File: config.mk
export PLATFORM = sky130hd
export DESIGN_NAME = gcd_lcm_unit_core
export DESIGN_NICKNAME = d
export VERILOG_FILES = /design/src/hw/rtl/gclu_pkg.sv /design/src/hw/rtl/gcd_lcm_unit_core.sv /design/src/hw/rtl/gclu_datapath.sv
export SDC_FILE = /design/constraint.sdc
export NUM_CORES = 2
export LEC_CHECK = 0
export BUFFER_PORTS_ARGS = -buffer_cell sky130_fd_sc_hd__buf_2
export CAP_MARGIN = 20
export CORE_ASPECT_RATIO = 1.75
export CORE_MARGIN = 4
export CORE_UTILIZATION = 30
export CTS_BUF_LIST = sky130_fd_sc_hd__clkbuf_4 sky130_fd_sc_hd__clkbuf_8
export DETAILED_ROUTE_END_ITERATION = 8
export PLACE_DENSITY = 0.56
export SLEW_MARGIN = 20
export SYNTH_ARGS = -nofsm -noshare
export SYNTH_HDL_FRONTEND = slang
export SYNTH_HIERARCHICAL = 1
export SYNTH_SLANG_ARGS = --single-unit
File: constraint.sdc
create_clock -name clk -period 7.85 [get_ports clk]
set_input_delay 0.785 -clock clk [delete_from_list [all_inputs] [get_ports clk]]
set_output_delay 0.785 -clock clk [all_outputs]
set_load 0.005 [all_outputs]
File: src/hw/rtl/gclu_pkg.sv
package gclu_pkg;

  // Default operand width; the lcm result is twice as wide.
  localparam int OPERAND_BITS = 31;

  // Microprogram addressing.
  localparam int STEP_BITS = 3;
  typedef logic [STEP_BITS-1:0] step_t;

  localparam step_t S_IDLE      = 3'd0;
  localparam step_t S_CHECK     = 3'd1;
  localparam step_t S_STEIN     = 3'd2;
  localparam step_t S_GCD       = 3'd3;
  localparam step_t S_DIV       = 3'd4;
  localparam step_t S_MUL       = 3'd5;
  localparam step_t S_EMIT      = 3'd6;
  localparam step_t S_EMIT_ZERO = 3'd7;

  // Datapath operations.
  typedef logic [2:0] op_t;
  localparam op_t OP_NOP       = 3'd0;
  localparam op_t OP_LOAD      = 3'd1;
  localparam op_t OP_STEIN     = 3'd2;
  localparam op_t OP_GCD       = 3'd3;
  localparam op_t OP_DIV       = 3'd4;
  localparam op_t OP_MUL       = 3'd5;
  localparam op_t OP_EMIT      = 3'd6;
  localparam op_t OP_EMIT_ZERO = 3'd7;

  // Jump conditions.
  typedef logic [2:0] cond_t;
  localparam cond_t C_ALWAYS      = 3'd0;
  localparam cond_t C_IN_XFER     = 3'd1;
  localparam cond_t C_BUSY        = 3'd2;
  localparam cond_t C_DIV_MORE    = 3'd3;
  localparam cond_t C_OUT_BLOCKED = 3'd4;
  localparam cond_t C_ZERO_IN     = 3'd5;

  // One control word: the operation, and where to go when the condition
  // holds or fails.
  typedef struct packed {
    op_t   op;
    cond_t cond;
    step_t target_hit;
    step_t target_miss;
  } uword_t;

  // Status flags reported by the datapath to the sequencer.
  typedef struct packed {
    logic busy;      // both Stein operands still nonzero
    logic div_more;  // divider has more quotient bits to produce
    logic zero_in;   // an operand of the current item is zero
  } dp_status_t;

  function automatic uword_t ucode_rom(step_t step);
    uword_t w;
    unique case (step)
      S_IDLE:      w = '{OP_LOAD,      C_IN_XFER,     S_CHECK,     S_IDLE};
      S_CHECK:     w = '{OP_NOP,       C_ZERO_IN,     S_EMIT_ZERO, S_STEIN};
      S_STEIN:     w = '{OP_STEIN,     C_BUSY,        S_STEIN,     S_GCD};
      S_GCD:       w = '{OP_GCD,       C_ALWAYS,      S_DIV,       S_DIV};
      S_DIV:       w = '{OP_DIV,       C_DIV_MORE,    S_DIV,       S_MUL};
      S_MUL:       w = '{OP_MUL,       C_ALWAYS,      S_EMIT,      S_EMIT};
      S_EMIT:      w = '{OP_EMIT,      C_OUT_BLOCKED, S_EMIT,      S_IDLE};
      S_EMIT_ZERO: w = '{OP_EMIT_ZERO, C_OUT_BLOCKED, S_EMIT_ZERO, S_IDLE};
      default:     w = '{OP_NOP,       C_ALWAYS,      S_IDLE,      S_IDLE};
    endcase
    return w;
  endfunction

endpackage

File: src/hw/rtl/gcd_lcm_unit_core.sv
// An item runs through the operand load, check, Stein loop, gcd rebuild, divider, multiply and
// emit steps; an item with a zero operand goes from the check straight to its own emit step.
// One item is in work at a time and the next input transfer can be taken in the cycle after the
// result is loaded; while the output stalls, the load and so the next transfer wait. The Stein
// loop and the one-bit-per-cycle divider take most of an item's time.
// rst_n is synchronous and active low; it clears the step counter and output valid only.
module gcd_lcm_unit_core #(
  parameter int OPERAND_BITS = gclu_pkg::OPERAND_BITS
) (
  input  logic                        clk,
  input  logic                        rst_n,
  input  logic                        in_valid,
  output logic                        in_ready,
  input  logic [OPERAND_BITS-1:0]     in_first_value,
  input  logic [OPERAND_BITS-1:0]     in_second_value,
  output logic                        out_valid,
  input  logic                        out_ready,
  output logic [OPERAND_BITS-1:0]     out_gcd_value,
  output logic [2*OPERAND_BITS-1:0]   out_lcm_value,
  output logic                        out_zero_operand
);

  // The sequencer walks a fixed microprogram held in gclu_pkg::ucode_rom.
  // Each step issues one datapath operation and picks its successor from
  // a single condition flag:
  //   idle      load operands on an input transfer
  //   check     branch to the zero-operand exit if either operand is zero
  //   stein     binary gcd step, repeated while both operands are nonzero
  //   gcd       rebuild the gcd and prime the divider with the first operand
  //   div       one quotient bit per cycle of first / gcd
  //   mul       quotient times second operand gives the lcm
  //   emit      load the output register once it is free, then go idle

  gclu_pkg::step_t      pc_r, pc_nxt;
  gclu_pkg::uword_t     uword;
  gclu_pkg::op_t        dp_op;
  gclu_pkg::dp_status_t status;
  logic                 out_valid_r, out_valid_nxt;
  logic                 in_xfer;
  logic                 out_free;
  logic                 cond_hit;

  assign uword    = gclu_pkg::ucode_rom(pc_r);
  assign in_ready = (pc_r == gclu_pkg::S_IDLE);
  assign in_xfer  = in_valid && in_ready;
  // The output register can take a new result when it is empty or its
  // current result transfers in this cycle.
  assign out_free = !out_valid_r || out_ready;

  always_comb begin
    unique case (uword.cond)
      gclu_pkg::C_ALWAYS:      cond_hit = 1'b1;
      gclu_pkg::C_IN_XFER:     cond_hit = in_xfer;
      gclu_pkg::C_BUSY:        cond_hit = status.busy;
      gclu_pkg::C_DIV_MORE:    cond_hit = status.div_more;
      gclu_pkg::C_OUT_BLOCKED: cond_hit = !out_free;
      gclu_pkg::C_ZERO_IN:     cond_hit = status.zero_in;
      default:                 cond_hit = 1'b0;
    endcase
  end

  // Loads and result writes only happen when their handshake allows it;
  // otherwise the step waits and the datapath holds.
  always_comb begin
    dp_op = uword.op;
    if ((uword.op == gclu_pkg::OP_LOAD) && !in_xfer) begin
      dp_op = gclu_pkg::OP_NOP;
    end
    if (((uword.op == gclu_pkg::OP_EMIT) || (uword.op == gclu_pkg::OP_EMIT_ZERO)) &&
        !out_free) begin
      dp_op = gclu_pkg::OP_NOP;
    end
  end

  assign pc_nxt = cond_hit ? uword.target_hit : uword.target_miss;

  always_comb begin
    out_valid_nxt = out_valid_r;
    if ((dp_op == gclu_pkg::OP_EMIT) || (dp_op == gclu_pkg::OP_EMIT_ZERO)) begin
      out_valid_nxt = 1'b1;
    end else if (out_ready) begin
      out_valid_nxt = 1'b0;
    end
  end

  always_ff @(posedge clk) begin
    if (!rst_n) begin
      pc_r        <= gclu_pkg::S_IDLE;
      out_valid_r <= 1'b0;
    end else begin
      pc_r        <= pc_nxt;
      out_valid_r <= out_valid_nxt;
    end
  end

  gclu_datapath #(
    .OPERAND_BITS(OPERAND_BITS)
  ) u_datapath (
    .clk          (clk),
    .op           (dp_op),
    .first_value  (in_first_value),
    .second_value (in_second_value),
    .status       (status),
    .gcd_value    (out_gcd_value),
    .lcm_value    (out_lcm_value),
    .zero_operand (out_zero_operand)
  );

  assign out_valid = out_valid_r;

  // An input transfer always moves the sequencer to the operand check.
  a_xfer_to_check: assert property (@(posedge clk) disable iff (!rst_n)
    in_xfer |=> (pc_r == gclu_pkg::S_CHECK))
    else $error("input transfer did not reach the operand check");

  // A zero operand goes from the operand check straight to the short exit.
  a_zero_exit: assert property (@(posedge clk) disable iff (!rst_n)
    (in_xfer && ((in_first_value == '0) || (in_second_value == '0)))
      |=> ##1 (pc_r == gclu_pkg::S_EMIT_ZERO))
    else $error("zero operand did not take the short exit");

  // A new result only appears from one of the two emit steps.
  a_emit_source: assert property (@(posedge clk) disable iff (!rst_n)
    $rose(out_valid_r) |->
      ($past(pc_r) == gclu_pkg::S_EMIT) || ($past(pc_r) == gclu_pkg::S_EMIT_ZERO))
    else $error("result valid raised outside an emit step");

  // A flagged result carries a zero lcm; an unflagged one a nonzero gcd.
  a_zero_lcm: assert property (@(posedge clk) disable iff (!rst_n)
    (out_valid_r && out_zero_operand) |-> (out_lcm_value == '0))
    else $error("zero-operand result with nonzero lcm");

  a_gcd_nonzero: assert property (@(posedge clk) disable iff (!rst_n)
    (out_valid_r && !out_zero_operand) |-> (out_gcd_value != '0))
    else $error("result without zero operand has zero gcd");

endmodule

File: src/hw/rtl/gclu_datapath.sv
module gclu_datapath #(
  parameter int OPERAND_BITS = gclu_pkg::OPERAND_BITS
) (
  input  logic                        clk,
  input  gclu_pkg::op_t               op,
  input  logic [OPERAND_BITS-1:0]     first_value,
  input  logic [OPERAND_BITS-1:0]     second_value,
  output gclu_pkg::dp_status_t        status,
  output logic [OPERAND_BITS-1:0]     gcd_value,
  output logic [2*OPERAND_BITS-1:0]   lcm_value,
  output logic                        zero_operand
);

  localparam int N  = OPERAND_BITS;
  localparam int KW = $clog2(OPERAND_BITS);

  logic [N-1:0]   a_r, b_r, u_r, v_r, g_r, rem_r, dq_r;
  logic [KW-1:0]  k_r, cnt_r;
  logic [2*N-1:0] prod_r;
  logic [N-1:0]   gcd_out_r;
  logic [2*N-1:0] lcm_out_r;
  logic           zero_out_r;

  logic [N-1:0]   u_nxt, v_nxt;
  logic [KW-1:0]  k_nxt;
  logic [N:0]     rem_sh, rem_diff;
  logic           take;

  // One Stein step. Common factors of two are counted in k first; after
  // that at least one operand stays odd.
  always_comb begin
    u_nxt = u_r;
    v_nxt = v_r;
    k_nxt = k_r;
    priority if (!u_r[0] && !v_r[0]) begin
      u_nxt = u_r >> 1;
      v_nxt = v_r >> 1;
      k_nxt = k_r + KW'(1);
    end else if (!u_r[0]) begin
      u_nxt = u_r >> 1;
    end else if (!v_r[0]) begin
      v_nxt = v_r >> 1;
    end else if (u_r >= v_r) begin
      u_nxt = (u_r - v_r) >> 1;
    end else begin
      v_nxt = (v_r - u_r) >> 1;
    end
  end

  // Restoring divide, one quotient bit per cycle; the dividend shifts out
  // of dq_r as quotient bits shift in.
  assign rem_sh   = {rem_r, dq_r[N-1]};
  assign rem_diff = rem_sh - {1'b0, g_r};
  assign take     = ~rem_diff[N];

  always_ff @(posedge clk) begin
    unique case (op)
      gclu_pkg::OP_LOAD: begin
        a_r <= first_value;
        b_r <= second_value;
        u_r <= first_value;
        v_r <= second_value;
        k_r <= '0;
      end
      gclu_pkg::OP_STEIN: begin
        if ((|u_r) && (|v_r)) begin
          u_r <= u_nxt;
          v_r <= v_nxt;
          k_r <= k_nxt;
        end
      end
      gclu_pkg::OP_GCD: begin
        g_r   <= (u_r | v_r) << k_r;
        rem_r <= '0;
        dq_r  <= a_r;
        cnt_r <= '0;
      end
      gclu_pkg::OP_DIV: begin
        rem_r <= take ? rem_diff[N-1:0] : rem_sh[N-1:0];
        dq_r  <= {dq_r[N-2:0], take};
        cnt_r <= cnt_r + KW'(1);
      end
      gclu_pkg::OP_MUL: begin
        prod_r <= {{N{1'b0}}, dq_r} * {{N{1'b0}}, b_r};
      end
      gclu_pkg::OP_EMIT: begin
        gcd_out_r  <= g_r;
        lcm_out_r  <= prod_r;
        zero_out_r <= 1'b0;
      end
      gclu_pkg::OP_EMIT_ZERO: begin
        gcd_out_r  <= a_r | b_r;
        lcm_out_r  <= '0;
        zero_out_r <= 1'b1;
      end
      default: begin
      end
    endcase
  end

  assign status.busy     = (|u_r) && (|v_r);
  assign status.div_more = (cnt_r != KW'(N - 1));
  assign status.zero_in  = (a_r == '0) || (b_r == '0);

  assign gcd_value    = gcd_out_r;
  assign lcm_value    = lcm_out_r;
  assign zero_operand = zero_out_r;

endmodule

==> metrics.cfg <==
[sta]
period_minus_slack_ps=7630
fmax_mhz=131
slew_violations=0
setup_viol=0
rsz0062_at_grt=yes
finClkSkew_ps=51.7
hold_viol=0
fin_crit_sh=0.973
worst_pin_slew_ps=1050
max_slew_margin=0.303

[cells_and_area]
layout-drive-gt1-share=0.120
design_area_um2=60500
mostFrequentLayoutCell=inv_1
final_core_util=0.340
stdcell_count=8080
syn2layout_area_growth_pct=12.9
mostFrequentLayoutCells=inv_1, fa_1, and2_1, nand2_1, edfxtp_1
layout.nets=6936

[detailed_routing]
vias_per_cell=4.90
drc=0
wl_um=178000
routed-via-count=39600
routedWlPerCell_um=22.0
ant_nets=0
dr.pass1.iters=8
drt_iter0_markers=2116

[setup_path]
setup.worst_path.start=u_datapath/b_r[10]
endpoint=u_datapath/prod_r[61]
crit_required_ps=8350
worstPathArrival_ps=8130
cp_max_fo=15
worstSetupStartpointType=flip-flop
r2r_start=u_datapath/b_r[10]
critPathCaptureType=flip-flop
r2r_cells=27
path_class=flip-flop to flip-flop
rr_endpoint=u_datapath/prod_r[61]
reg2reg_slack_ps=220

[synthesis]
synth.ff_latch_count=398
synth_edf_count=383
synth_top_flop_cell=edfxtp_1
ys.warnings.count=6
syn_avg_cell_area_um2=9.84
synth_top_area_share=0.314
synthArstFlopShare=0
synth_nets=6742
syn_area_um2=53600
synthTopCellsByArea=fa_1, edfxtp_1, ha_1
yosysTopAreaCell=fa_1
seq_area_frac_synth=0.220
yosysUniqueCellTypes=83
postSynthCellCount=5448

[floorplanning]
die_h_um=567
start_util=0.301
dieArea_um2=186000
chipWidth_um=327
ios=162
rows=205
core_um2=178000

[placed_design]
placed_cell_area_um2=58500
place_congestion=0.950
portBuffers=161
place_hpwl_um=148000
dpl.cell_count=7931

[clocking]
cts_hold_buf=0
cts.sinks=398
tritoncts=built
cts_root_buf=clkbuf_8
htreeDepth=3
ctsLongestPathBuffers=3
clkLatencyLatePin_ps=780
cts_made_buffers=70
path_clk_slew_ps=60

[global_route]
grt_start_max_net_pins=74
grt_antenna_before_repair=11
grt_pass1_wl_um=267000
grt_pass1_vias=44000
grtUsageTotal=0.191
grt-ovfl-total=0

[min_path]
min_path_type=input port to flip-flop

[outcome]
status=finished clean

[job]
cap_viol_max_count=0

timing repair:
action                                  in CTS  in global routing
resized for setup                           11                 47
pin swaps                                    2                 24
endpoints found under the hold margin        0                  0
endpoints found under the setup margin      22                 19
cloned                                       0                  1
setup buffers                               11                  7
through the flow:
stage	setup WS (ps)	TNS, ps	hold slack (ps)
after global routing	-41.2	-85.3	155
after CTS	15.4	0	122
after floorplan	74.2	0	463
after detailed placement	-445	-4470	509
after global placement	-444	-4260	498
final	216	0	214
worst min path at each step:
| stage | from | endpoint | slack [ps] | cells past startpoint |
|---|---|---|---|---|
| final | in_first_value[6] | u_datapath/a_r[6] | 210 | 1 |
| after global routing | in_first_value[6] | u_datapath/a_r[6] | 160 | 1 |
| after CTS | in_first_value[6] | u_datapath/a_r[6] | 120 | 1 |
| after detailed placement | u_datapath/prod_r[29] | u_datapath/lcm_value[29] | 510 | 1 |
| after global placement | u_datapath/prod_r[51] | u_datapath/lcm_value[51] | 500 | 1 |
| after floorplan | uword[1] | uword[2] | 460 | 1 |
synth_stat cells (15+ instances only):
library cell and number:
a211oi_1 26, a21o_1 48, a21oi_1 234, a221oi_1 29, a31oi_1 26, and2_1 590, and3_1 16, buf_1 17
clkbuf_1 270, dfxtp_1 15, edfxtp_1 383, fa_1 840, ha_1 388, inv_1 947, mux2_2 46, mux2i_1 46
mux4_2 26, nand2_1 552, nand2b_1 22, nand3_1 29, nand4_1 36, nor2_1 237, nor2b_1 30, nor3_1 63
nor4_1 38, o21a_1 19, o21ai_0 106, o21bai_1 40, xnor2_1 103, xor2_1 40
critical path, cell delays in order, from the launching register on:
cell       delay, ps
edfxtp_1         410
buf_12           170
and2_1           180
fa_1             510
fa_1             580
inv_1             70
fa_1             510
fa_1             540
inv_1             60
fa_1             550
fa_1             430
fa_1             510
inv_1             60
fa_1             480
inv_1             40
ha_1             280
buf_4            110
and3_4           170
nand4_1          110
inv_2            190
o2111ai_4        170
buf_6            180
a21oi_2          140
buf_4            160
o2111ai_1        130
o311ai_1         300
a21oi_1          150
xnor2_1          150
cells by family after synthesis:
logic type / synth area share
simple gates: 0.155
buf+inv: 0.0889
fa+ha+maj: 0.404
compound gates: 0.0777
flops: 0.220
xor+xnor: 0.0234
mux: 0.0300
flip-flops by register name, indices dropped and copies added, names as in the netlist, 31 cells and up:
register              cells
u_datapath/v_r           31
u_datapath/prod_r        62
u_datapath/u_r           31
u_datapath/gcd_value     31
u_datapath/dq_r          31
u_datapath/rem_r         31
u_datapath/b_r           31
u_datapath/a_r           31
u_datapath/g_r           31
u_datapath/lcm_value     62
per-layer routing:
layer / vias up / GRT usage / part of all wire
li1: 17700 / - / -
met1: 20100 / 0.199 / 0.35
met2: 1243 / 0.360 / 0.54
met3: 510 / 0.0242 / 0.046
met4: 2 / 0.116 / 0.069
met5: - / 0 / 0.000073
area by class of cell:
| class | instances | area (um2) |
|---|---|---|
| fill | 18300 | 118000 |
| multi-input combinational | 3793 | 37300 |
| sequential | 398 | 11800 |
| inverter | 954 | 3580 |
| timing repair buffer | 425 | 3270 |
| tap | 2380 | 2980 |
| clock buffer | 84 | 1070 |
| clock inverter | 43 | 477 |
| antenna | 3 | 7.51 |
Power is not shown: default switching activity piles up to over one toggle a cycle in this logic, so the estimate is an artifact.
